## config.mk

```make
export PLATFORM = sky130hd
export DESIGN_NAME = poi_ctrl
export DESIGN_NICKNAME = d
export VERILOG_FILES = /design/src/rtl/core/poi_pkg.sv /design/src/rtl/core/poi_ctrl.sv
export SDC_FILE = /design/constraint.sdc
export NUM_CORES = 1
export LEC_CHECK = 0
export CAP_MARGIN = 10
export CORE_MARGIN = 2
export CORE_UTILIZATION = 30
export DETAILED_ROUTE_END_ITERATION = 12
export DONT_BUFFER_PORTS = 1
export HOLD_SLACK_MARGIN = 0.15
export PLACE_DENSITY = 0.5
export SKIP_CTS_REPAIR_TIMING = 1
export SYNTH_ARGS = -nofsm -noshare
export SYNTH_HDL_FRONTEND = slang
export SYNTH_SLANG_ARGS = --single-unit
```

## constraint.sdc

```tcl
create_clock -name clock -period 2.8 [get_ports clock]
set_input_delay 0 -clock clock [delete_from_list [all_inputs] [get_ports clock]]
set_output_delay 0 -clock clock [all_outputs]
set_load 0.01 [all_outputs]
```

## src/rtl/core/poi_pkg.sv

```systemverilog
// Shared constants, command word and CORDIC angle table for the planar odometry integrator.
// No dependencies; used by poi_ctrl, poi_datapath and planar_odometry_integrator_top.
package poi_pkg;

   // Configuration of the integrator.
   localparam int CORDIC_STEPS  = 16;
   localparam int POSITION_BITS = 48;

   // CORDIC: the angle table holds 24 entries, so the rotation is capped at that many steps.
   localparam int ATAN_ENTRIES  = 24;
   localparam int ATAN_IDX_W    = $clog2(ATAN_ENTRIES);
   localparam int CORDIC_ITERS  = (CORDIC_STEPS < ATAN_ENTRIES) ? CORDIC_STEPS : ATAN_ENTRIES;
   localparam int CORDIC_W      = 34;
   localparam logic signed [CORDIC_W-1:0] CORDIC_GAIN_Q30 = 34'sd652032874;

   // Velocity times sin/cos products.
   localparam int VEL_W         = 16;
   localparam int PROD_FULL_W   = VEL_W + CORDIC_W;
   localparam int PROD_W        = 48;
   localparam int MX_W          = 64;

   // Heading increment: yaw_rate * dt * HEADING_SCALE / 2^32, rounded half up.
   localparam int HW_W          = 33;
   localparam logic signed [31:0] HEADING_SCALE = 32'sd716770142;
   localparam logic signed [MX_W-1:0] HEADING_ROUND = 64'sd2147483648;

   // Position increment: divide by 1024000000 = 2^16 * 15625, rounded half away from zero.
   // The division by 15625 multiplies by ceil(2^62 / 15625) and keeps the bits from 2^62 up;
   // exact for any 48-bit dividend. Four partial products, one per cycle.
   localparam logic [MX_W-1:0] POS_ROUND = 64'd512000000;
   localparam int DIV_SHIFT      = 16;
   localparam int DVD_W          = MX_W - DIV_SHIFT;
   localparam int DVD_HALF_W     = DVD_W / 2;
   localparam int RECIP_W        = 49;
   localparam int RECIP_LO_W     = 32;
   localparam logic [RECIP_W-1:0] RECIP_15625 = 49'd295147905179353;
   localparam int RECIP_SHIFT    = 62;
   localparam int RPROD_W        = DVD_W + RECIP_W;
   localparam int QUO_W          = RPROD_W - RECIP_SHIFT;
   localparam int DIV_CYCLES     = 4;

   // Signed step added to a position accumulator, and the saturating sum width.
   localparam int STEP_W    = QUO_W + 1;
   localparam int SUM_W     = ((POSITION_BITS > STEP_W) ? POSITION_BITS : STEP_W) + 1;
   localparam int OUT_SRC_W = POSITION_BITS - 16;
   localparam int OUT_EXT_W = (OUT_SRC_W > 32) ? OUT_SRC_W : 32;

   // Shared counter for CORDIC iterations and divider cycles.
   localparam int CNT_MAX = (CORDIC_ITERS > DIV_CYCLES) ? CORDIC_ITERS : DIV_CYCLES;
   localparam int CNT_W   = $clog2(CNT_MAX);

   // Command word from the controller to the datapath.
   typedef struct packed {
      logic             start;
      logic             rotate;
      logic             multiply;
      logic             combine;
      logic             scale;
      logic             round;
      logic             divide;
      logic             commit;
      logic [CNT_W-1:0] step;
   } poi_cmd_type;

   // atan(2^-i) in units of 2^-32 turn.
   function automatic logic [29:0] atan_turn(input logic [ATAN_IDX_W-1:0] idx);
      logic [29:0] val;
      case (idx)
         5'd0:    val = 30'd536870912;
         5'd1:    val = 30'd316933406;
         5'd2:    val = 30'd167458907;
         5'd3:    val = 30'd85004756;
         5'd4:    val = 30'd42667331;
         5'd5:    val = 30'd21354465;
         5'd6:    val = 30'd10679838;
         5'd7:    val = 30'd5340245;
         5'd8:    val = 30'd2670163;
         5'd9:    val = 30'd1335087;
         5'd10:   val = 30'd667544;
         5'd11:   val = 30'd333772;
         5'd12:   val = 30'd166886;
         5'd13:   val = 30'd83443;
         5'd14:   val = 30'd41722;
         5'd15:   val = 30'd20861;
         5'd16:   val = 30'd10430;
         5'd17:   val = 30'd5215;
         5'd18:   val = 30'd2608;
         5'd19:   val = 30'd1304;
         5'd20:   val = 30'd652;
         5'd21:   val = 30'd326;
         5'd22:   val = 30'd163;
         5'd23:   val = 30'd81;
         default: val = 30'd0;
      endcase
      return val;
   endfunction

endpackage

```

## src/rtl/core/poi_ctrl.sv

```systemverilog
// Sequencer for the planar odometry integrator: steps the datapath through
// CORDIC, multiply, round, divide and commit. Depends on poi_pkg.
module poi_ctrl (
   input  logic                 clock,
   input  logic                 reset,
   input  logic                 req_valid,
   output logic                 req_stall,
   output logic                 rsp_valid,
   input  logic                 rsp_stall,
   output poi_pkg::poi_cmd_type cmd
);

   typedef enum logic [7:0] {
      ST_IDLE     = 8'b0000_0001,
      ST_ROTATE   = 8'b0000_0010,
      ST_MULTIPLY = 8'b0000_0100,
      ST_COMBINE  = 8'b0000_1000,
      ST_SCALE    = 8'b0001_0000,
      ST_ROUND    = 8'b0010_0000,
      ST_DIVIDE   = 8'b0100_0000,
      ST_COMMIT   = 8'b1000_0000
   } ctrl_state_type;

   localparam logic [poi_pkg::CNT_W-1:0] ROT_LAST =
      poi_pkg::CNT_W'(poi_pkg::CORDIC_ITERS - 1);
   localparam logic [poi_pkg::CNT_W-1:0] DIV_LAST =
      poi_pkg::CNT_W'(poi_pkg::DIV_CYCLES - 1);

   ctrl_state_type              state_ff, state_in;
   logic [poi_pkg::CNT_W-1:0]   cnt_ff, cnt_in;
   logic                        rsp_valid_ff, rsp_valid_in;

   always_comb begin
      state_in     = state_ff;
      cnt_in       = cnt_ff;
      rsp_valid_in = rsp_valid_ff & rsp_stall;
      cmd          = '0;
      cmd.step     = cnt_ff;
      case (state_ff)
         ST_IDLE: begin
            if (req_valid) begin
               cmd.start = 1'b1;
               cnt_in    = '0;
               state_in  = ST_ROTATE;
            end
         end
         ST_ROTATE: begin
            cmd.rotate = 1'b1;
            if (cnt_ff == ROT_LAST) begin
               cnt_in   = '0;
               state_in = ST_MULTIPLY;
            end else begin
               cnt_in = poi_pkg::CNT_W'(cnt_ff + 1'b1);
            end
         end
         ST_MULTIPLY: begin
            cmd.multiply = 1'b1;
            state_in     = ST_COMBINE;
         end
         ST_COMBINE: begin
            cmd.combine = 1'b1;
            state_in    = ST_SCALE;
         end
         ST_SCALE: begin
            cmd.scale = 1'b1;
            state_in  = ST_ROUND;
         end
         ST_ROUND: begin
            cmd.round = 1'b1;
            cnt_in    = '0;
            state_in  = ST_DIVIDE;
         end
         ST_DIVIDE: begin
            cmd.divide = 1'b1;
            if (cnt_ff == DIV_LAST) begin
               cnt_in   = '0;
               state_in = ST_COMMIT;
            end else begin
               cnt_in = poi_pkg::CNT_W'(cnt_ff + 1'b1);
            end
         end
         ST_COMMIT: begin
            // hold until the output register is free
            if (!rsp_valid_ff || !rsp_stall) begin
               cmd.commit   = 1'b1;
               rsp_valid_in = 1'b1;
               state_in     = ST_IDLE;
            end
         end
         default: begin
            state_in = ST_IDLE;
         end
      endcase
   end

   always_ff @(posedge clock) begin
      if (reset) begin
         state_ff     <= ST_IDLE;
         cnt_ff       <= '0;
         rsp_valid_ff <= 1'b0;
      end else begin
         state_ff     <= state_in;
         cnt_ff       <= cnt_in;
         rsp_valid_ff <= rsp_valid_in;
      end
   end

   assign req_stall = (state_ff != ST_IDLE);
   assign rsp_valid = rsp_valid_ff;

endmodule

```

# Word level (Yosys, flattened, before mapping)
# Cells that the tools add are included.
[word_totals]
reg_bits = 13
inputBits = 4
output_inout_bits = 14
elab_cells = 47
[classes]
n_addsub = 1
n_eq_ne = 15
mux = 21
bitwise_logic = 1
reduce_logical = 6
[op_table]
columns = ["op", "count"]
rows = [
  ["8-bit one-hot mux with 8 select lines", 1],
  ["8-bit 2-to-1 mux", 4],
  ["4-bit one-hot mux with 4 select lines", 1],
  ["1-bit 2-to-1 mux", 12],
  ["4-bit 2-to-1 mux", 3],
  ["8-bit by 1-bit equality test with 1-bit output, second input constant", 1],
  ["8-bit by 2-bit equality test with 1-bit output, second input constant", 1],
  ["8-bit by 3-bit equality test with 1-bit output, second input constant", 1],
  ["8-bit by 4-bit equality test with 1-bit output, second input constant", 1],
  ["8-bit by 5-bit equality test with 1-bit output, second input constant", 1],
  ["8-bit by 6-bit equality test with 1-bit output, second input constant", 1],
  ["8-bit by 7-bit equality test with 1-bit output, second input constant", 1],
  ["8-bit equality test, second input constant", 1],
  ["2-bit != test, second input constant", 4],
  ["8-bit by 1-bit != test with 1-bit output, second input constant", 1],
  ["4-bit by 1-bit adder with 4-bit output, second input constant", 1],
  ["4-bit by 2-bit equality test with 1-bit output, second input constant", 1],
  ["4-bit equality test, second input constant", 1],
  ["4-bit AND reduction", 1],
  ["4-bit nonzero test", 1],
  ["1-bit logical NOT", 2],
  ["2-bit AND reduction", 1],
  ["1-bit AND", 1],
  ["1-bit logical OR", 1],
]

# Longest topological paths before layout
# Gate-level depths: netlist of the first run.
[logic_depth]
depth_word = 4
ltp_mapped = 5
ltp_nobuf = 5

# Least setup slack after synthesis of the first run
# OpenSTA, ideal clock, no wires.
[synth_path]
path_type = "reg2reg"
from = "reg cnt_ff[0] in the netlist's numbering"
to = "reg state_ff[3]"
setup_ns = 0.092
arrival_ns = 1.597
required_ns = 2.708
slack_ns = 1.111
stages_incl_launch_ff = 6
n_path_buf = 0
period_less_slack_ns = 1.689
cell_sequence = "dfxtp_1 -> ha_1 -> nor3b_1 -> a2bb2oi_1 -> o211ai_2 -> nor4_1"
[synth_between]
elab_chain_len = 3
word_cells_on_any_way = 5
cone_classes = "eq/ne (4); reduce/logical (1)"
[synth_lines]
columns = ["element", "line", "source"]
rows = [
  ["from (decl)", "poi_ctrl.sv:30", "logic [poi_pkg::CNT_W-1:0] cnt_ff, cnt_in;"],
  ["from (signal assigned)", "poi_ctrl.sv:103", "cnt_ff <= cnt_in;"],
  ["4-bit by 2-bit equality test with 1-bit output or 4-bit equality test (tied branches)", "poi_ctrl.sv:75, poi_ctrl.sv:49", ""],
  ["2-bit != test (no line)", "--", ""],
  ["4-bit AND reduction (no line) *", "--", ""],
  ["to (signal assigned)", "poi_ctrl.sv:102", "state_ff <= state_in;"],
  ["to (decl)", "poi_ctrl.sv:29", "ctrl_state_type state_ff, state_in;"],
]
# Mark *: on every way between the ends. The rest lies on a longest branch, timed or not.
# A chain may end at the register's enable or synchronous reset.

# Worst setup path in the final report of the first run
# Same ends and word-level chain as after synthesis.

==> metrics, run 1 <==
worst skew pair latency=0.27 ns; syn nets=107; area grow syn2layout=7.452%; num rows=19; Post-synth EDFFs=0; largest net degree at the start of global routing=13; TritonRoute pass-1 iters=4; Fmax=503.8 MHz; Routed wire per std cell=around 14 um; Post-DRT Antenna Nets=0; fin worst setup slack=0.8151 ns; static leakage power=0.0003103 uW; worst-margin pin slew=0.6180 ns; die area=3238 sq um; first-pass GRT wire length=between 3000 and 4000 um; DRC violations left=0; Hold Crit Depth=3; hold crit path type=in2reg; diode count=0; Worst R2R Setup Slack=0.82 ns; Hold Vio Cnt, Final=0; clock slew at reported path FFs=0.08 ns; final WL=1897 um; # IOs=18; PD cells=431.2 nW/um^2; hpwl dp=approximately 1400 um; M1 GR Usage=0.1503; minimum clock period=1.985 ns; Placer Congestion=0.7897; CTS buffer count=3; Die Y=56.90 um; via count of the first global-routing pass=693; CTS tree=yes; layout cells sized above 1=0.1068; Syn Area/Cell=8.231 sq um; skew final=0.004551 ns; crit-path max FO=5; Required @ worst endpoint=~3 ns; critical path type=reg2reg; port bufs=0; outcome=finished, final reports clean; hold slack final=0.1308 ns; CTS Root Cell=clkbuf_4; Cells after Synth=around 100; Max IR drop VDD=between 0.2 and 0.3 mV; final setup TNS=0 ns; Setup crit end kind=flip-flop; # H-tree levels=1; Reg2Reg Depth=5; Critical Path AT=2.17 ns; clock sink count=13; Most Crowded Layer GR=met2; Die Wd=56.90 um; cell area after synthesis=839.6 sq um; Initial Util=0.3098; vias per std cell=5.537; initial drt markers=36; startpoint types=flip-flop; Total GRT Usage=0.1208; grt total ovfl=0; via count=742; met2 track demand over resource=0.1806; Top FF cell, synth=dfxtp_1; MaxCap Viol Count=0; # nets final=109; Max Slew Vio Count=0; commonest non-fill, non-tap cell in the layout=dfxtp_1; Rel. slew slack=0.5845; initial antenna violation count=0; count of warnings emitted by yosys=0; unrepaired setup endpoints after global routing=false; sequential fraction of the synthesis area=0.3100; GRT met3 Usage=0.05530; Post-synth ARST share=0; core area=2710 sq um; FF+latch count, synth=13; Max Root-Sink Buffers=2; distinct cell type count after synthesis=42; Place WS=0.8308 ns; period utilization=0.7089; setup violators final=0; most frequent cells in the layout=13 x dfxtp_1, 8 x nor2_1, 7 x nand3_1, 7 x nand2_1, 7 x inv_1
-- state kept, by name (all words and copies together) (netlist names) --
| signal | flops |
|---|---|
| rsp_valid | 1 |
| cnt_ff | 4 |
| state_ff | 8 |
-- critical path: stages (launching register included) --
cell and delay, ns:
dfxtp_1 0.45, ha_1 0.25, nor3b_1 0.45, a2bb2oi_1 0.41, o211ai_2 0.15, nor4_1 0.18
-- power breakdown --
group	internal (uW)	total, uW	switching [uW]
registers	190	205	14.9
clock network	55.2	116	61.0
logic	29.1	68.3	39.2
-- Yosys cell counts, types with 2 or more instances --
cell type   n  share of area
dfxtp_1    13           0.31
xor2_1      2          0.021
nor2_1      8          0.036
o2111a_1    2          0.027
nor4_2      2          0.030
nor3_1      5          0.030
inv_1       7          0.031
nand2b_1    4          0.030
nand3_1     7          0.042
clkbuf_1    2         0.0089
nor2b_1     3          0.022
nor4b_2     2          0.036
a21oi_1     6          0.036
nand2_1     7          0.031
o21ai_0     5          0.030
-- kinds of logic after synthesis --
| family | share of synthesized area |
|---|---|
| AO/OA/AOI/OAI | 0.2012 |
| XOR/XNOR | 0.03130 |
| adder cells (fa/ha/maj) | 0.01490 |
| buffers and inverters | 0.07004 |
| flip-flops | 0.3100 |
| multiplexers | 0.01192 |
| AND/OR/NAND/NOR | 0.3607 |
-- routing by layer --
metal | share of wire | vias up
met5 | 0 | -
met4 | 0.021 | 0
met3 | 0.050 | 6
met2 | 0.47 | 20
met1 | 0.46 | 344
li1 | - | 372
-- through the flow --
stage | area [sq um] | utilization | cells | total power [uW]
finish | 902.1 | 0.3329 | 134 | 389.0
global route | 902.1 | 0.3329 | 134 | 414.6
CTS | 872.1 | 0.3218 | 131 | 390.9
detailed placement | 845.8 | 0.3121 | 127 | 272.1
global placement | 845.8 | 0.3121 | 127 | 271.6
floorplan | 839.6 | - | 102 | 263.2
-- path summary, 6_finish.rpt --
check | startpoint | end
setup / recovery | cnt_ff[0] | state_ff[3]
hold / removal | reset | cnt_ff[0]
setup reg to reg | cnt_ff[0] | state_ff[3]
hold reg to reg | rsp_valid | rsp_valid
-- area by class of cell --
type | count | area [sq um]
Multi-Input combinational cell | 76 | 520.5
Tap cell | 31 | 38.79
Clock buffer | 4 | 26.28
Sequential cell | 13 | 260.3
Timing Repair Buffer | 3 | 30.03
Inverter | 7 | 26.28
Fill cell | 304 | 1808
Power figures use the tool's default switching activity.
==> run 2: changes to the inputs <==
--- a/config.mk
+++ b/config.mk
@@ -11,7 +11,7 @@
 export DETAILED_ROUTE_END_ITERATION = 12
 export DONT_BUFFER_PORTS = 1
 export HOLD_SLACK_MARGIN = 0.15
-export PLACE_DENSITY = 0.5
+export PLACE_DENSITY = 0.51
 export SKIP_CTS_REPAIR_TIMING = 1
 export SYNTH_ARGS = -nofsm -noshare
 export SYNTH_HDL_FRONTEND = slang
==> constraint.sdc (replaced) <==
create_clock -name clock -period 1.8 [get_ports clock]
set_input_delay 0 -clock clock [delete_from_list [all_inputs] [get_ports clock]]
set_output_delay 0 -clock clock [all_outputs]
set_load 0.01 [all_outputs]
==> run 2 against run 1 <==
Die area unchanged. Sequential cell count unchanged. Via count increased by 9.6%. Routed wire length increased by 8.2%. Cell area increased by 11%. Clock skew decreased by 0.0012 ns. Cell count increased by 7.5%. First-iteration DRC count decreased by 31%. Worst hold slack improved by 0.0014 ns. Critical path depth decreased by 2. Setup slack got worse by 0.68 ns. Combinational power increased by 87%. Largest power group unchanged. Highest routed layer unchanged.
==> metrics, run 2 (same netlist as run 1, synthesis figures left out) <==
outcome=finished, final reports clean; crit-path max FO=6 (+1); Placed Area=920.9 sq um (+8.9%); post-route cell area=1002 sq um (+11%); # IOs=18 (unchanged); Placer Congestion=0.7637 (-3.3%); final setup TNS=0 ns (unchanged); Critical Path AT=1.84 ns (-0.33 ns); minimum clock period=1.669 ns (-0.3155 ns); Total GRT Usage=0.1264 (+0.005603); largest net degree at the start of global routing=13 (unchanged); CTS Root Cell=clkbuf_4; DRC violations left=0 (unchanged); Die Y=56.90 um (unchanged); worst skew pair latency=0.28 ns (about the same); unrepaired setup endpoints after global routing=false; vias per std cell=5.646 (+2.0%); hpwl dp=1521 um (+6.4%); final WL=2053 um (+8.2%); max incr delay on CP=0.57 ns (+0.12 ns); initial antenna violation count=0 (unchanged); max reg flops=8 (unchanged); TritonRoute pass-1 iters=4 (unchanged); commonest non-fill, non-tap cell in the layout=dfxtp_1; Hold Crit Depth=3 (unchanged); # H-tree levels=1 (unchanged); clock slew at reported path FFs=0.09 ns (about the same); diode count=0 (unchanged); Die Wd=56.90 um (unchanged); critical path's slowest cell=or4_4; crit-path cells=or4_4, or3_4, o2111a_1; area grow syn2layout=19.37%; Routed wire per std cell=14.26 um (+0.71%); static leakage power=0.0003642 uW (+17%); via count of the first global-routing pass=700 (+1.0%); Post-DRT Antenna Nets=0 (unchanged); most frequent cells in the layout=13 x dfxtp_1, 10 x buf_4, 8 x nor2_1; # nets final=119 (+9.2%); Setup crit end kind=flip-flop; CTS buffer count=3 (unchanged); hold crit path type=in2reg; critical path type=reg2reg; Max IR drop VDD=0.3716 mV (+39%); Tot Pwr=637.6 uW (+64%); via count=813 (+9.6%); period utilization=0.9275 (+0.2186); Reg2Reg Depth=3 (-2); die area=3238 sq um (unchanged); MaxCap Viol Count=0 (unchanged); clock sink count=13 (unchanged); Required @ worst endpoint=1.97 ns (-1.01 ns); setup violators final=0 (unchanged); Hold Vio Cnt, Final=0 (unchanged); layout cells sized above 1=0.2124 (+0.1056); initial drt markers=25 (-31%); core area=2710 sq um (unchanged); worst-margin pin slew=0.4295 ns (-0.1885 ns); Rel. slew slack=0.7133 (+0.1287); startpoint types=flip-flop; num rows=19 (unchanged); port bufs=0 (unchanged); Top reg by flops=state_ff; first-pass GRT wire length=3180 um (+4.5%); skew final=0.003327 ns (-0.001224 ns); Max Root-Sink Buffers=2 (unchanged); Max Slew Vio Count=0 (unchanged); grt total ovfl=0 (unchanged); Initial Util=0.3098 (unchanged); PD cells=636.2 nW/um^2 (+48%); Fmax=599.0 MHz (+19%); CTS tree=yes
[run 2: changes by cell type in the layout (fill, tap and decap cells not counted), sizes merged]
cell  change
buf      +10
[run 2: metrics by stage]
step	instances	utilization	hold slack [ns]	setup slack, ns
after detailed placement	137	0.3398	0.07215	0.1463
after floorplan	102	-	0.1075	0.1111
after global placement	137	0.3398	0.07215	0.1661
final	144	0.3698	0.1322	0.1305
after global routing	144	0.3698	0.1631	0.002468
after CTS	141	0.3495	-0.2393	0.05113
[run 2: worst paths after layout]
kind / from / endpoint / slack (ns)
worst min register to register: rsp_valid / rsp_valid / 0.54
worst max-delay path: state_ff[4] / state_ff[4] / 0.13
worst max register to register: state_ff[4] / state_ff[4] / 0.13
worst min-delay path: reset / cnt_ff[0] / 0.13
[run 2: worst max-delay path: cells and delay by family, from the launching register on]
kind / cells / cell delay (ns)
AO/OA/AOI/OAI: 1 / 0.26
flip-flops: 1 / 0.37
AND/OR/NAND/NOR: 2 / 0.94
[run 2: report_power, final]
part / switching, uW / internal [uW] / total [uW]
clock network: 107 / 86.0 / 193
registers: 21.5 / 295 / 317
logic: 70.9 / 57.1 / 128
[run 2: layout make-up]
type,instances,area (sq um)
fill,287,1708
sequential,13,260.3
multi-input combinational,76,545.5
timing repair buffer,13,105.1
clock buffer,4,26.28
inverter,7,26.28
tap,31,38.79
[run 2: routing by layer]
metal	wire length, um	GRT usage	vias to the layer above
met5	0	0	-
met4	19	0.03987	0
met3	109	0.03917	2
met2	998	0.2003	19
met1	926	0.1641	393
li1	-	-	399
==> run 3: changes to the inputs <==
--- a/config.mk
+++ b/config.mk
@@ -5,13 +5,14 @@
 export SDC_FILE = /design/constraint.sdc
 export NUM_CORES = 1
 export LEC_CHECK = 0
-export CAP_MARGIN = 10
+export CELL_PAD_IN_SITES_DETAIL_PLACEMENT = 0
+export CELL_PAD_IN_SITES_GLOBAL_PLACEMENT = 1
 export CORE_MARGIN = 2
 export CORE_UTILIZATION = 30
 export DETAILED_ROUTE_END_ITERATION = 12
 export DONT_BUFFER_PORTS = 1
 export HOLD_SLACK_MARGIN = 0.15
-export PLACE_DENSITY = 0.51
+export PLACE_DENSITY = 0.63
 export SKIP_CTS_REPAIR_TIMING = 1
 export SYNTH_ARGS = -nofsm -noshare
 export SYNTH_HDL_FRONTEND = slang
==> run 3 against run 2 <==
Die area unchanged. Largest power group unchanged. Worst hold slack better by 0.023 ns. Non-clock buffer count unchanged. Critical endpoint is now cmd[8].
==> metrics, run 3 (same netlist as run 1, synthesis figures left out) <==
crit path from=state_ff[0]; critical path type=reg2out; fill count=290 (+1.0%); TritonRoute pass-1 iters=4 (unchanged); Max Slew Vio Count=0 (unchanged); # nets final=119 (unchanged); hpwl dp=1450 um (-4.6%); startpoint of the worst hold path=reset; area of the multi-input gates=529.3 sq um (-3.0%); Hold Vio Cnt, Final=0 (unchanged); CTS Root Cell=clkbuf_4; Post-Layout Cell Count=144 (unchanged); Rel. slew slack=0.6964 (-0.01681); Top Metal Used=met4; setup violators final=0 (unchanged); Die Wd=56.90 um (unchanged); worst-margin pin slew=0.4494 ns (+0.01988 ns); critical path's slowest cell=dfxtp_1; core area=2710 sq um (unchanged); PD cells=633.0 nW/um^2 (-0.51%); initial drt markers=21 (-16%); Post-DRT Antenna Nets=0 (unchanged); placed cell count=135 (-1.5%); DRC violations left=0 (unchanged); area grow syn2layout=17.73%; met1 wire length=920 um (-0.65%); Die Y=56.90 um (unchanged); startpoint types=flip-flop; port bufs=0 (unchanged); initial antenna violation count=0 (unchanged); max reg flops=8 (unchanged); hold crit path type=in2reg; wire length on met2=961 um (-3.7%); # H-tree levels=1 (unchanged); crit-path cells=nor4_4, nand2_2, nor4b_2, buf_4; period utilization=0.9663 (+0.03884); Tot Pwr=625.7 uW (-1.9%); most frequent cells in the layout=11 x dfxtp_1, 10 x buf_4, 8 x nor2_1; Fmax=574.9 MHz (-4.0%); clock sink count=13 (unchanged); Top reg by flops=state_ff; via count of the first global-routing pass=711 (+1.6%); layout cells sized above 1=0.2212 (+0.008850); first-pass GRT wire length=3091 um (-2.8%); CTS buffer count=3 (unchanged); MaxCap Viol Count=0 (unchanged); Max Root-Sink Buffers=2 (unchanged); Setup crit end kind=primary output; Required @ worst endpoint=1.80 ns (-0.17 ns); CTS tree=yes; max incr delay on CP=0.43 ns (-0.14 ns); Max IR drop VDD=0.3604 mV (-3.0%); hold slack final=0.1551 ns (+0.02294 ns); grt total ovfl=0 (unchanged); crit-path max FO=11 (+5); commonest non-fill, non-tap cell in the layout=dfxtp_1; Reg area=262.8 sq um (+0.96%); skew final=0.003248 ns (-0.00007922 ns); Total GRT Usage=0.1229 (-0.003534); worst skew pair latency=0.28 ns (about the same); DR WL met3=121 um (+11%); clock slew at reported path FFs=0.08 ns (about the same); num rows=19 (unchanged); die area=3238 sq um (unchanged); Critical Path AT=1.74 ns (-0.10 ns); vias per std cell=5.521 (-2.2%); largest net degree at the start of global routing=13 (unchanged); static leakage power=0.0003642 uW (about the same); diode count=0 (unchanged); final WL=2017 um (-1.8%); via count=795 (-2.2%); Initial Util=0.3098 (unchanged); # IOs=18 (unchanged); Placer Congestion=0.7703 (+0.86%); final setup TNS=0 ns (unchanged); reg-to-reg critical path startpoint=state_ff[7]; fin util=0.3647 (-0.005078); minimum clock period=1.739 ns (+0.06991 ns); outcome=finished, final reports clean; Routed wire per std cell=14.01 um (-1.8%)
## run 3: changes by cell type in the layout (fill, tap and decap cells not counted)
cell / delta
nor4b_4: -1
a41oi_2: -1
nor4b_2: +1
dfxtp_1: -2
dfxtp_2: +2
a41oi_1: +1
## run 3: layer usage
metal	vias to the layer above	track usage
li1	397	-
met3	2	0.04608
met1	368	0.1492
met4	0	0.02990
met2	28	0.2053
met5	-	0
## run 3: worst paths after layout
path	endpoint	cells past startpoint	slack, ns
worst max-delay path	cmd[8]	4	0.06
worst min-delay path	cnt_ff[0]	3	0.16
worst min register to register	rsp_valid	2	0.52
worst max register to register	state_ff[0]	4	0.17
## run 3: power breakdown
| group | internal [uW] | switching [uW] | total (uW) | leakage, uW |
|---|---|---|---|---|
| Clock | 85.9 | 99.0 | 185 | 0.0000150 |
| Combinational | 57.8 | 66.3 | 124 | 0.000243 |
| Sequential | 296 | 21.2 | 317 | 0.000106 |
| Total | 439 | 186 | 626 | 0.000364 |
## run 3: cell type report
type                    count  area share
multi-input cells          76      0.5354
flip-flops and latches     13      0.2658
repair buffers             13      0.1063
well taps                  31     0.03924
clock buffers               4     0.02658
inverters                   7     0.02658
## run 3: critical path, delay by kind of cell (launching register included)
family        cells  cell delay, ns
buf+inv           1            0.18
flops             1            0.43
simple gates      3            0.84
## run 3: per-stage QoR
stage          worst slack, ns  area [sq um]
6_report               0.06061         988.4
2_1_floorplan           0.1111         839.6
5_1_grt              -0.009401         988.4
3_3_place_gp            0.1511         905.9
3_5_place_dp            0.1615         905.9
4_1_cts               -0.06126         932.1
